==> src/rtl/assert_macros.svh <==
// Assertion helpers; each expects clk and arst_n in scope.
`ifndef ASSERT_MACROS_SVH
`define ASSERT_MACROS_SVH

// Same-cycle implication.
`define CBD_ASSERT_IMP(label, ante, cons, msg) \
	label: assert property (@(posedge clk) disable iff (!arst_n) (ante) |-> (cons)) \
		else $error(msg);

// Next-cycle implication.
`define CBD_ASSERT_NXT(label, ante, cons, msg) \
	label: assert property (@(posedge clk) disable iff (!arst_n) (ante) |=> (cons)) \
		else $error(msg);

`endif

==> src/rtl/cbd_pkg.sv <==
package cbd_pkg;

	localparam int SIZE_BITS = 32;

	localparam logic [7:0] CH_CR = 8'd13;
	localparam logic [7:0] CH_LF = 8'd10;

	// bytes dropped after each chunk's data (the CR LF, unchecked)
	localparam int SKIP_LEN = 2;

	// progress through CR LF CR LF
	localparam logic [1:0] EM_AFTER_LINE = 2'd2;
	localparam logic [1:0] EM_LAST       = 2'd3;

	typedef enum logic [1:0] {
		PH_SIZE  = 2'd0,
		PH_DATA  = 2'd1,
		PH_SKIP  = 2'd2,
		PH_TRAIL = 2'd3
	} cbd_phase_t;

	typedef struct packed {
		logic [7:0] body_byte;
		logic       chunk_last;
		logic       message_end;
	} cbd_beat_t;

	typedef struct packed {
		logic      valid;
		cbd_beat_t beat;
	} cbd_res_t;

	function automatic logic [3:0] nibble_of(input logic [7:0] b);
		logic [3:0] n;
		n = 4'd0;
		case (b) inside
			[8'd48:8'd57]:  n = 4'(b - 8'd48);
			[8'd65:8'd70]:  n = 4'(b - 8'd55);
			[8'd97:8'd102]: n = 4'(b - 8'd87);
			default:        n = 4'd0;
		endcase
		return n;
	endfunction

endpackage

==> src/rtl/cbd_core.sv <==
module cbd_core (
	input  logic              clk,
	input  logic              arst_n,
	input  logic              in_valid,
	output logic              in_stall,
	input  logic [7:0]        data_byte,
	input  logic              out_full,
	output cbd_pkg::cbd_res_t res
);

	logic                          s1_valid_q;
	logic [7:0]                    byte_s1;
	logic                          fire;

	cbd_pkg::cbd_phase_t           phase_q, phase_d;
	logic [cbd_pkg::SIZE_BITS-1:0] size_accum_q, size_accum_d;
	logic [cbd_pkg::SIZE_BITS-1:0] bytes_left_q, bytes_left_d;
	logic [cbd_pkg::SIZE_BITS-1:0] left_dec;
	logic                          cr_pending_q, cr_pending_d;
	logic [1:0]                    end_match_q, end_match_d;
	logic [7:0]                    want;

	assign fire     = s1_valid_q && !out_full;
	assign in_stall = s1_valid_q && out_full;
	assign left_dec = bytes_left_q - cbd_pkg::SIZE_BITS'(1);
	assign want     = end_match_q[0] ? cbd_pkg::CH_LF : cbd_pkg::CH_CR;

	always_ff @(posedge clk or negedge arst_n) begin
		if (!arst_n) begin
			s1_valid_q <= 1'b0;
		end else if (!in_stall) begin
			s1_valid_q <= in_valid;
		end
	end

	always_ff @(posedge clk) begin
		if (in_valid && !in_stall) begin
			byte_s1 <= data_byte;
		end
	end

	// next state
	always_comb begin
		logic [cbd_pkg::SIZE_BITS-1:0] acc;
		acc          = size_accum_q;
		phase_d      = phase_q;
		size_accum_d = size_accum_q;
		bytes_left_d = bytes_left_q;
		cr_pending_d = cr_pending_q;
		end_match_d  = end_match_q;
		case (phase_q)
			cbd_pkg::PH_SIZE: begin
				if (cr_pending_q && byte_s1 == cbd_pkg::CH_LF) begin
					cr_pending_d = 1'b0;
					size_accum_d = '0;
					if (size_accum_q != '0) begin
						bytes_left_d = size_accum_q;
						phase_d      = cbd_pkg::PH_DATA;
					end else begin
						end_match_d = cbd_pkg::EM_AFTER_LINE;
						phase_d     = cbd_pkg::PH_TRAIL;
					end
				end else begin
					// a lone CR counts as a zero digit
					if (cr_pending_q) begin
						acc = {acc[cbd_pkg::SIZE_BITS-5:0], 4'd0};
					end
					cr_pending_d = 1'b0;
					if (byte_s1 == cbd_pkg::CH_CR) begin
						cr_pending_d = 1'b1;
					end else begin
						acc = {acc[cbd_pkg::SIZE_BITS-5:0], cbd_pkg::nibble_of(byte_s1)};
					end
					size_accum_d = acc;
				end
			end
			cbd_pkg::PH_DATA: begin
				bytes_left_d = left_dec;
				if (left_dec == '0) begin
					bytes_left_d = cbd_pkg::SIZE_BITS'(cbd_pkg::SKIP_LEN);
					phase_d      = cbd_pkg::PH_SKIP;
				end
			end
			cbd_pkg::PH_SKIP: begin
				if (bytes_left_q > cbd_pkg::SIZE_BITS'(1)) begin
					bytes_left_d = left_dec;
				end else begin
					bytes_left_d = '0;
					phase_d      = cbd_pkg::PH_SIZE;
				end
			end
			cbd_pkg::PH_TRAIL: begin
				if (byte_s1 == want) begin
					if (end_match_q == cbd_pkg::EM_LAST) begin
						end_match_d  = 2'd0;
						phase_d      = cbd_pkg::PH_SIZE;
						size_accum_d = '0;
						cr_pending_d = 1'b0;
					end else begin
						end_match_d = end_match_q + 2'd1;
					end
				end else begin
					end_match_d = (byte_s1 == cbd_pkg::CH_CR) ? 2'd1 : 2'd0;
				end
			end
			default: begin
				phase_d = cbd_pkg::PH_SIZE;
			end
		endcase
	end

	// result
	always_comb begin
		res                  = '0;
		res.beat.body_byte   = (phase_q == cbd_pkg::PH_DATA) ? byte_s1 : 8'd0;
		res.beat.chunk_last  = (phase_q == cbd_pkg::PH_DATA) && (left_dec == '0);
		res.beat.message_end = (phase_q == cbd_pkg::PH_TRAIL);
		res.valid            = fire && ((phase_q == cbd_pkg::PH_DATA) ||
			(phase_q == cbd_pkg::PH_TRAIL && end_match_q == cbd_pkg::EM_LAST &&
			byte_s1 == cbd_pkg::CH_LF));
	end

	always_ff @(posedge clk or negedge arst_n) begin
		if (!arst_n) begin
			phase_q      <= cbd_pkg::PH_SIZE;
			size_accum_q <= '0;
			bytes_left_q <= '0;
			cr_pending_q <= 1'b0;
			end_match_q  <= 2'd0;
		end else if (fire) begin
			phase_q      <= phase_d;
			size_accum_q <= size_accum_d;
			bytes_left_q <= bytes_left_d;
			cr_pending_q <= cr_pending_d;
			end_match_q  <= end_match_d;
		end
	end

endmodule

==> src/rtl/cbd_out_buf.sv <==
module cbd_out_buf (
	input  logic              clk,
	input  logic              arst_n,
	input  cbd_pkg::cbd_res_t res,
	output logic              out_full,
	output logic              out_valid,
	input  logic              out_stall,
	output cbd_pkg::cbd_beat_t head
);

	logic [1:0]         cnt_q;
	cbd_pkg::cbd_beat_t ent0_q, ent1_q;
	logic               push, pop;

	assign push      = res.valid;
	assign pop       = (cnt_q != 2'd0) && !out_stall;
	assign out_valid = (cnt_q != 2'd0);
	assign out_full  = (cnt_q == 2'd2);
	assign head      = ent0_q;

	always_ff @(posedge clk or negedge arst_n) begin
		if (!arst_n) begin
			cnt_q <= 2'd0;
		end else if (push && !pop) begin
			cnt_q <= cnt_q + 2'd1;
		end else if (pop && !push) begin
			cnt_q <= cnt_q - 2'd1;
		end
	end

	// a push never lands while full, so the skid entry only fills from one
	always_ff @(posedge clk) begin
		if (pop) begin
			ent0_q <= (cnt_q == 2'd2) ? ent1_q : res.beat;
		end else if (cnt_q == 2'd0 && push) begin
			ent0_q <= res.beat;
		end
		if (push && cnt_q == 2'd1 && !pop) begin
			ent1_q <= res.beat;
		end
	end

endmodule

==> src/rtl/http_chunked_body_decoder_top.sv <==
// Chunked HTTP body decoder. Takes one raw byte per beat and gives the
// decoded body bytes, the last byte of each chunk marked by chunk_last, and
// one message_end beat after the zero-size chunk and its closing blank line.
// Size lines and the two bytes after each chunk's data give no output.
// Throughput is one byte per cycle while in_stall is low. A byte taken sits in
// the input register, and its result is then registered into the two-entry
// output buffer, from which it leaves while out_stall is low.
// in_stall rises only while that output buffer is full and a byte is waiting.
`include "assert_macros.svh"

module http_chunked_body_decoder_top (
	input  logic       clk,
	input  logic       arst_n,
	input  logic       in_valid,
	output logic       in_stall,
	input  logic [7:0] data_byte,
	output logic       out_valid,
	input  logic       out_stall,
	output logic [7:0] body_byte,
	output logic       chunk_last,
	output logic       message_end
);

	cbd_pkg::cbd_res_t  res;
	cbd_pkg::cbd_beat_t head;
	logic               out_full;

	cbd_core u_core (
		.clk       (clk),
		.arst_n    (arst_n),
		.in_valid  (in_valid),
		.in_stall  (in_stall),
		.data_byte (data_byte),
		.out_full  (out_full),
		.res       (res)
	);

	cbd_out_buf u_out_buf (
		.clk       (clk),
		.arst_n    (arst_n),
		.res       (res),
		.out_full  (out_full),
		.out_valid (out_valid),
		.out_stall (out_stall),
		.head      (head)
	);

	assign body_byte   = head.body_byte;
	assign chunk_last  = head.chunk_last;
	assign message_end = head.message_end;

	`CBD_ASSERT_IMP(a_end_beat_empty, out_valid && message_end,
		!chunk_last && body_byte == 8'd0, "message-end beat carries data")
	`CBD_ASSERT_IMP(a_stall_needs_backlog, in_stall, out_valid,
		"input stalled with empty output")
	`CBD_ASSERT_IMP(a_stall_rise_cause, $rose(in_stall), $past(out_stall),
		"input stall rose without output stall")
	`CBD_ASSERT_NXT(a_stall_holds, in_stall && out_stall, in_stall,
		"input stall dropped with output blocked")

endmodule
==> config.mk <==
export PLATFORM = sky130hd
export DESIGN_NAME = http_chunked_body_decoder_top
export DESIGN_NICKNAME = d
export VERILOG_FILES = /design/src/rtl/cbd_pkg.sv /design/src/rtl/cbd_core.sv /design/src/rtl/cbd_out_buf.sv /design/src/rtl/http_chunked_body_decoder_top.sv
export VERILOG_INCLUDE_DIRS = /design/src /design/src/rtl
export SDC_FILE = /design/constraint.sdc
export NUM_CORES = 1
export LEC_CHECK = 0
export BUFFER_PORTS_ARGS = -buffer_cell sky130_fd_sc_hd__buf_2
export CAP_MARGIN = 5
export CORE_MARGIN = 8
export CORE_UTILIZATION = 48
export CTS_CLUSTER_SIZE = 14
export DETAILED_ROUTE_END_ITERATION = 8
export GPL_ROUTABILITY_DRIVEN = 1
export PLACE_DENSITY = 0.66
export RECOVER_POWER = 50
export SLEW_MARGIN = 20
export SYNTH_ARGS = -nofsm -noshare
export SYNTH_HDL_FRONTEND = slang
export SYNTH_SLANG_ARGS = --single-unit
==> constraint.sdc <==
create_clock -name clk -period 9.19 [get_ports clk]
set_input_delay 1.838 -clock clk [delete_from_list [all_inputs] [get_ports clk]]
set_output_delay 1.838 -clock clk [all_outputs]
set_load 0.005 [all_outputs]
==> impl_table.tex <==
\begin{tabular}{lr}
\hline
Metric & Value \\
\hline
\multicolumn{2}{l}{\textbf{Status}} \\
\quad Status & finished, violations left \\
\quad Violations in the final reports & DRC, capacitance limit, slew limit \\
\multicolumn{2}{l}{\textbf{Clock network}} \\
\quad Sinks on Clock Net & 100 \\
\quad CTS resizes & 0 \\
\quad CTS tree & yes \\
\quad Max H-tree Level & 3 \\
\quad \# Post-CTS Setup Buffers & 0 \\
\quad Clock Pin Slew Worst Setup and Hold Paths & 0.07 ns \\
\quad Insertion delay of the later-clocked pin in the worst-skew pair & 0.36 ns \\
\quad Number of buffers on the longest clock path & 2 \\
\quad Clock Root Buffer & clkbuf\_16 \\
\quad Number of buffers added to fix hold violations after cts & 0 \\
\quad Number of buffers added by the clock tree synthesis step & 9 \\
\multicolumn{2}{l}{\textbf{Die}} \\
\quad Starting density of the core & 48.4\% \\
\quad Core Rows & 41 \\
\quad Count of boundary I/O pins & 24 \\
\quad Width of the die & 128 µm \\
\quad Die area & 0.0164 mm² \\
\quad Die height & 128 µm \\
\quad Total core area & 0.0124 mm² \\
\multicolumn{2}{l}{\textbf{Power and ir drop}} \\
\quad Peak ir drop on the vdd network & 0.132 mV \\
\quad Pwr dens & 365 mW/mm² \\
\quad Sw Share & 48.2\% \\
\quad Sequential fraction of design power & 35.3\% \\
\quad Clock group share of total power & 16.8\% \\
\quad Overall Power & 2.37 mW \\
\quad Lkg Pwr & 2.63 nW \\
\quad Net switching component of the power & 1.14 mW \\
\quad Cell Int Power & 1.23 mW \\
\quad Comb power frac & 47.9\% \\
\multicolumn{2}{l}{\textbf{Worst setup path}} \\
\quad Bufs and invs on worst path & 1 \\
\quad Startpoint Class & primary input \\
\quad CP top delay family & buffers and inverters \\
\quad Worst Reg-to-Reg Cells & 12 \\
\quad Ordered cell list for the critical path & clkbuf\_1 \\
\quad CP Capture Type & async pin \\
\quad Cell with the biggest individual delay on the critical path & clkbuf\_1 \\
\quad Worst Path Arrival & 4.66 ns \\
\quad Type of the worst setup path & primary input to async pin \\
\quad Critical path required time & 8.74 ns \\
\quad Largest stage delay, worst path & 2.72 ns \\
\quad CP Depth & 1 \\
\quad Largest fanout on the critical path & 72 \\
\multicolumn{2}{l}{\textbf{Place}} \\
\quad Count of buffers from port buffering & 23 \\
\quad Final GP Congestion & 0.931 \\
\quad Dpl hpwl & 11700 µm \\
\multicolumn{2}{l}{\textbf{Global routing}} \\
\quad Initial antenna violation count & 0 \\
\quad Wire length of the first global-routing pass & 27200 µm \\
\quad Pin count of the biggest net entering global routing & 73 \\
\quad Remaining global-route overflow & 0 \\
\quad Vias in the first global route & 4996 \\
\quad GR Util All Layers & 21.2\% \\
\multicolumn{2}{l}{\textbf{Layout}} \\
\quad Number of nets at the end of the flow & 675 \\
\quad Count of inserted antenna diode cells & 0 \\
\quad Area growth from synthesis to layout & 7.74\% \\
\quad Fraction of final layout cells with drive strength greater than 1 & 10.1\% \\
\multicolumn{2}{l}{\textbf{STA}} \\
\quad Number of setup violations in the final report & 0 \\
\quad Maximum clock frequency & 0.195 GHz \\
\quad Final hold violation count & 0 \\
\quad Clock skew after layout & 0.0116 ns \\
\quad Relative slew slack & -165\% \\
\quad Min cycle time layout & 5.12 ns \\
\quad TNS Setup & 0 ns \\
\quad RSZ-0062 raised after global routing & no \\
\quad Measured slew at the worst slew-check pin & 3.97 ns \\
\quad Final hold slack & 0.517 ns \\
\quad Slew Viols, Final & 123 \\
\quad Period utilisation layout & 55.7\% \\
\multicolumn{2}{l}{\textbf{Detailed routing}} \\
\quad DRC & 7 \\
\quad Average vias per placed instance & 6.42 \\
\quad First-iteration detailed-routing DRC count & 590 \\
\quad Number of iterations in the first detailed-routing pass & 9 \\
\quad WL per Instance & 20.7 µm \\
\quad Vias post-DR & 5286 \\
\quad Detailed Route WL & 17000 µm \\
\quad Number of nets with antenna violations after detailed routing & 0 \\
\multicolumn{2}{l}{\textbf{Logic synthesis}} \\
\quad Avg Synthesized Cell Area & 9.24 µm² \\
\quad Number of distinct library cells after synthesis & 69 \\
\quad Post-synth ARST share & 72.0\% \\
\quad Netlist Area Pre-Place & 0.00601 mm² \\
\quad Net count of the mapped netlist & 680 \\
\quad Top FF cell, synth & dfrtp\_1 \\
\quad Number of enable flip-flop cells after synthesis & 28 \\
\quad Sequential share of the synthesized area & 43.9\% \\
\quad Number of flip-flops and latches in the synthesized netlist & 100 \\
\quad Yosys warns & 0 \\
\quad Count of mapped cells out of synthesis & 651 \\
\multicolumn{2}{l}{\textbf{Min path}} \\
\quad Path category of the worst min-delay check & flip-flop to flip-flop \\
\quad Cell depth of the worst hold path & 1 \\
\multicolumn{2}{l}{\textbf{Job}} \\
\quad \# Max-Cap Violations & 2 \\
\hline
\end{tabular}
==> final cells by class <==
cell class	count	area, µm²
multi-input combinational	484	3090
clock buffer	10	239
fill	1179	5930
clock inverter	6	61.3
tap	172	215
timing repair buffer	27	140
sequential	100	2640
inverter	24	90.1
==> Yosys cell counts (all sizes together) (5+ instances only) <==
cell type / instances / share of area (%)
mux2: 11 / 2.1
and2: 14 / 1.5
or4: 7 / 1.1
nor2: 46 / 2.9
dfrtp: 72 / 30
nand2: 77 / 4.8
and3: 13 / 1.4
clkbuf: 32 / 2.0
nor4: 28 / 3.0
edfxtp: 28 / 14
buf: 11 / 1.3
nor4b: 6 / 0.98
ha: 17 / 3.5
inv: 24 / 1.5
or3: 6 / 0.62
a31oi: 5 / 0.52
nand3: 22 / 1.8
o22ai: 25 / 2.6
nor3: 20 / 1.9
a21oi: 26 / 2.2
o21ai: 22 / 1.8
a22oi: 19 / 2.5
o41ai: 21 / 3.4
nand4: 15 / 1.6
o31ai: 8 / 1.0
==> kinds of logic (layout without fill, tap and decap cells) <==
family / count (synthesis) / count (layout) / synth area share, %
XOR/XNOR: 7 / 7 / 1.02
buffers and inverters: 67 / 67 / 4.78
AND/OR/NAND/NOR: 275 / 275 / 24.0
AO/OA/AOI/OAI: 171 / 171 / 20.1
flip-flops: 100 / 100 / 43.9
multiplexers: 14 / 14 / 2.56
adder cells (fa/ha/maj): 17 / 17 / 3.54
==> sequential cells by signal, indices dropped and copies added, names as in the netlist <==
register             count
u_core.byte_s1           8
u_core.bytes_left_q     32
u_core.cr_pending_q      1
u_core.end_match_q       2
u_core.phase_q           2
u_core.s1_valid_q        1
u_core.size_accum_q     32
u_out_buf.cnt_q          2
u_out_buf.ent1_q        10
u_out_buf.head          10
==> per-stage QoR <==
step                util [%]  cells  instance area, µm²  setup slack, ns
global route            52.2    823                6480             3.27
CTS                     52.2    823                6480             4.78
detailed placement      49.8    807                6180             4.80
floorplan                  -    651                6010             5.85
finish                  52.2    823                6480             4.07
global placement        49.8    807                6180             4.88
==> power by group through the flow <==
stage / Combinational (mW) / Clock (mW) / Sequential, mW
global route: 1.24 / 0.418 / 0.855
CTS: 1.12 / 0.404 / 0.828
finish: 1.13 / 0.398 / 0.836
detailed placement: 1.12 / 0 / 0.835
floorplan: 0.891 / 0 / 0.728
global placement: 1.10 / 0 / 0.828
==> routing by layer <==
layer	global-route usage (%)	vias up	part of all wire, %
li1	-	2470	-
met1	28.6	2590	45
met2	31.8	195	46
met3	5.28	31	6.8
met4	8.39	0	2.3
met5	0	-	0
==> cell usage in the layout (no fill, tap or decap), drive strengths merged, types with 5 or more instances in the layout <==
cell / n
a21oi: 26
edfxtp: 28
nor4: 28
nand2: 77
and2: 14
ha: 17
inv: 26
nand3: 22
dfrtp: 72
buf: 25
a22oi: 19
clkbuf: 12
nor2: 46
nand4: 15
o21ai: 22
nor3: 20
and3: 13
nor4b: 6
o41ai: 21
mux2: 11
a31oi: 5
or4: 7
or3: 6
o22ai: 25
o31ai: 8
==> path summary, 6_finish.rpt <==
path	from	endpoint	slack, ns
max	arst_n	u_core.bytes_left_q[12]	4.07
min	u_core.end_match_q[1]	u_core.end_match_q[1]	0.52
max reg2reg	u_core.bytes_left_q[0]	u_core.bytes_left_q[22]	4.69
min reg2reg	u_core.end_match_q[1]	u_core.end_match_q[1]	0.52
max in group clk	u_core.bytes_left_q[0]	u_core.bytes_left_q[22]	4.69
min in group asynchronous	arst_n	u_core.bytes_left_q[0]	2.85
No activity file was read; power rests on OpenSTA's default activity.
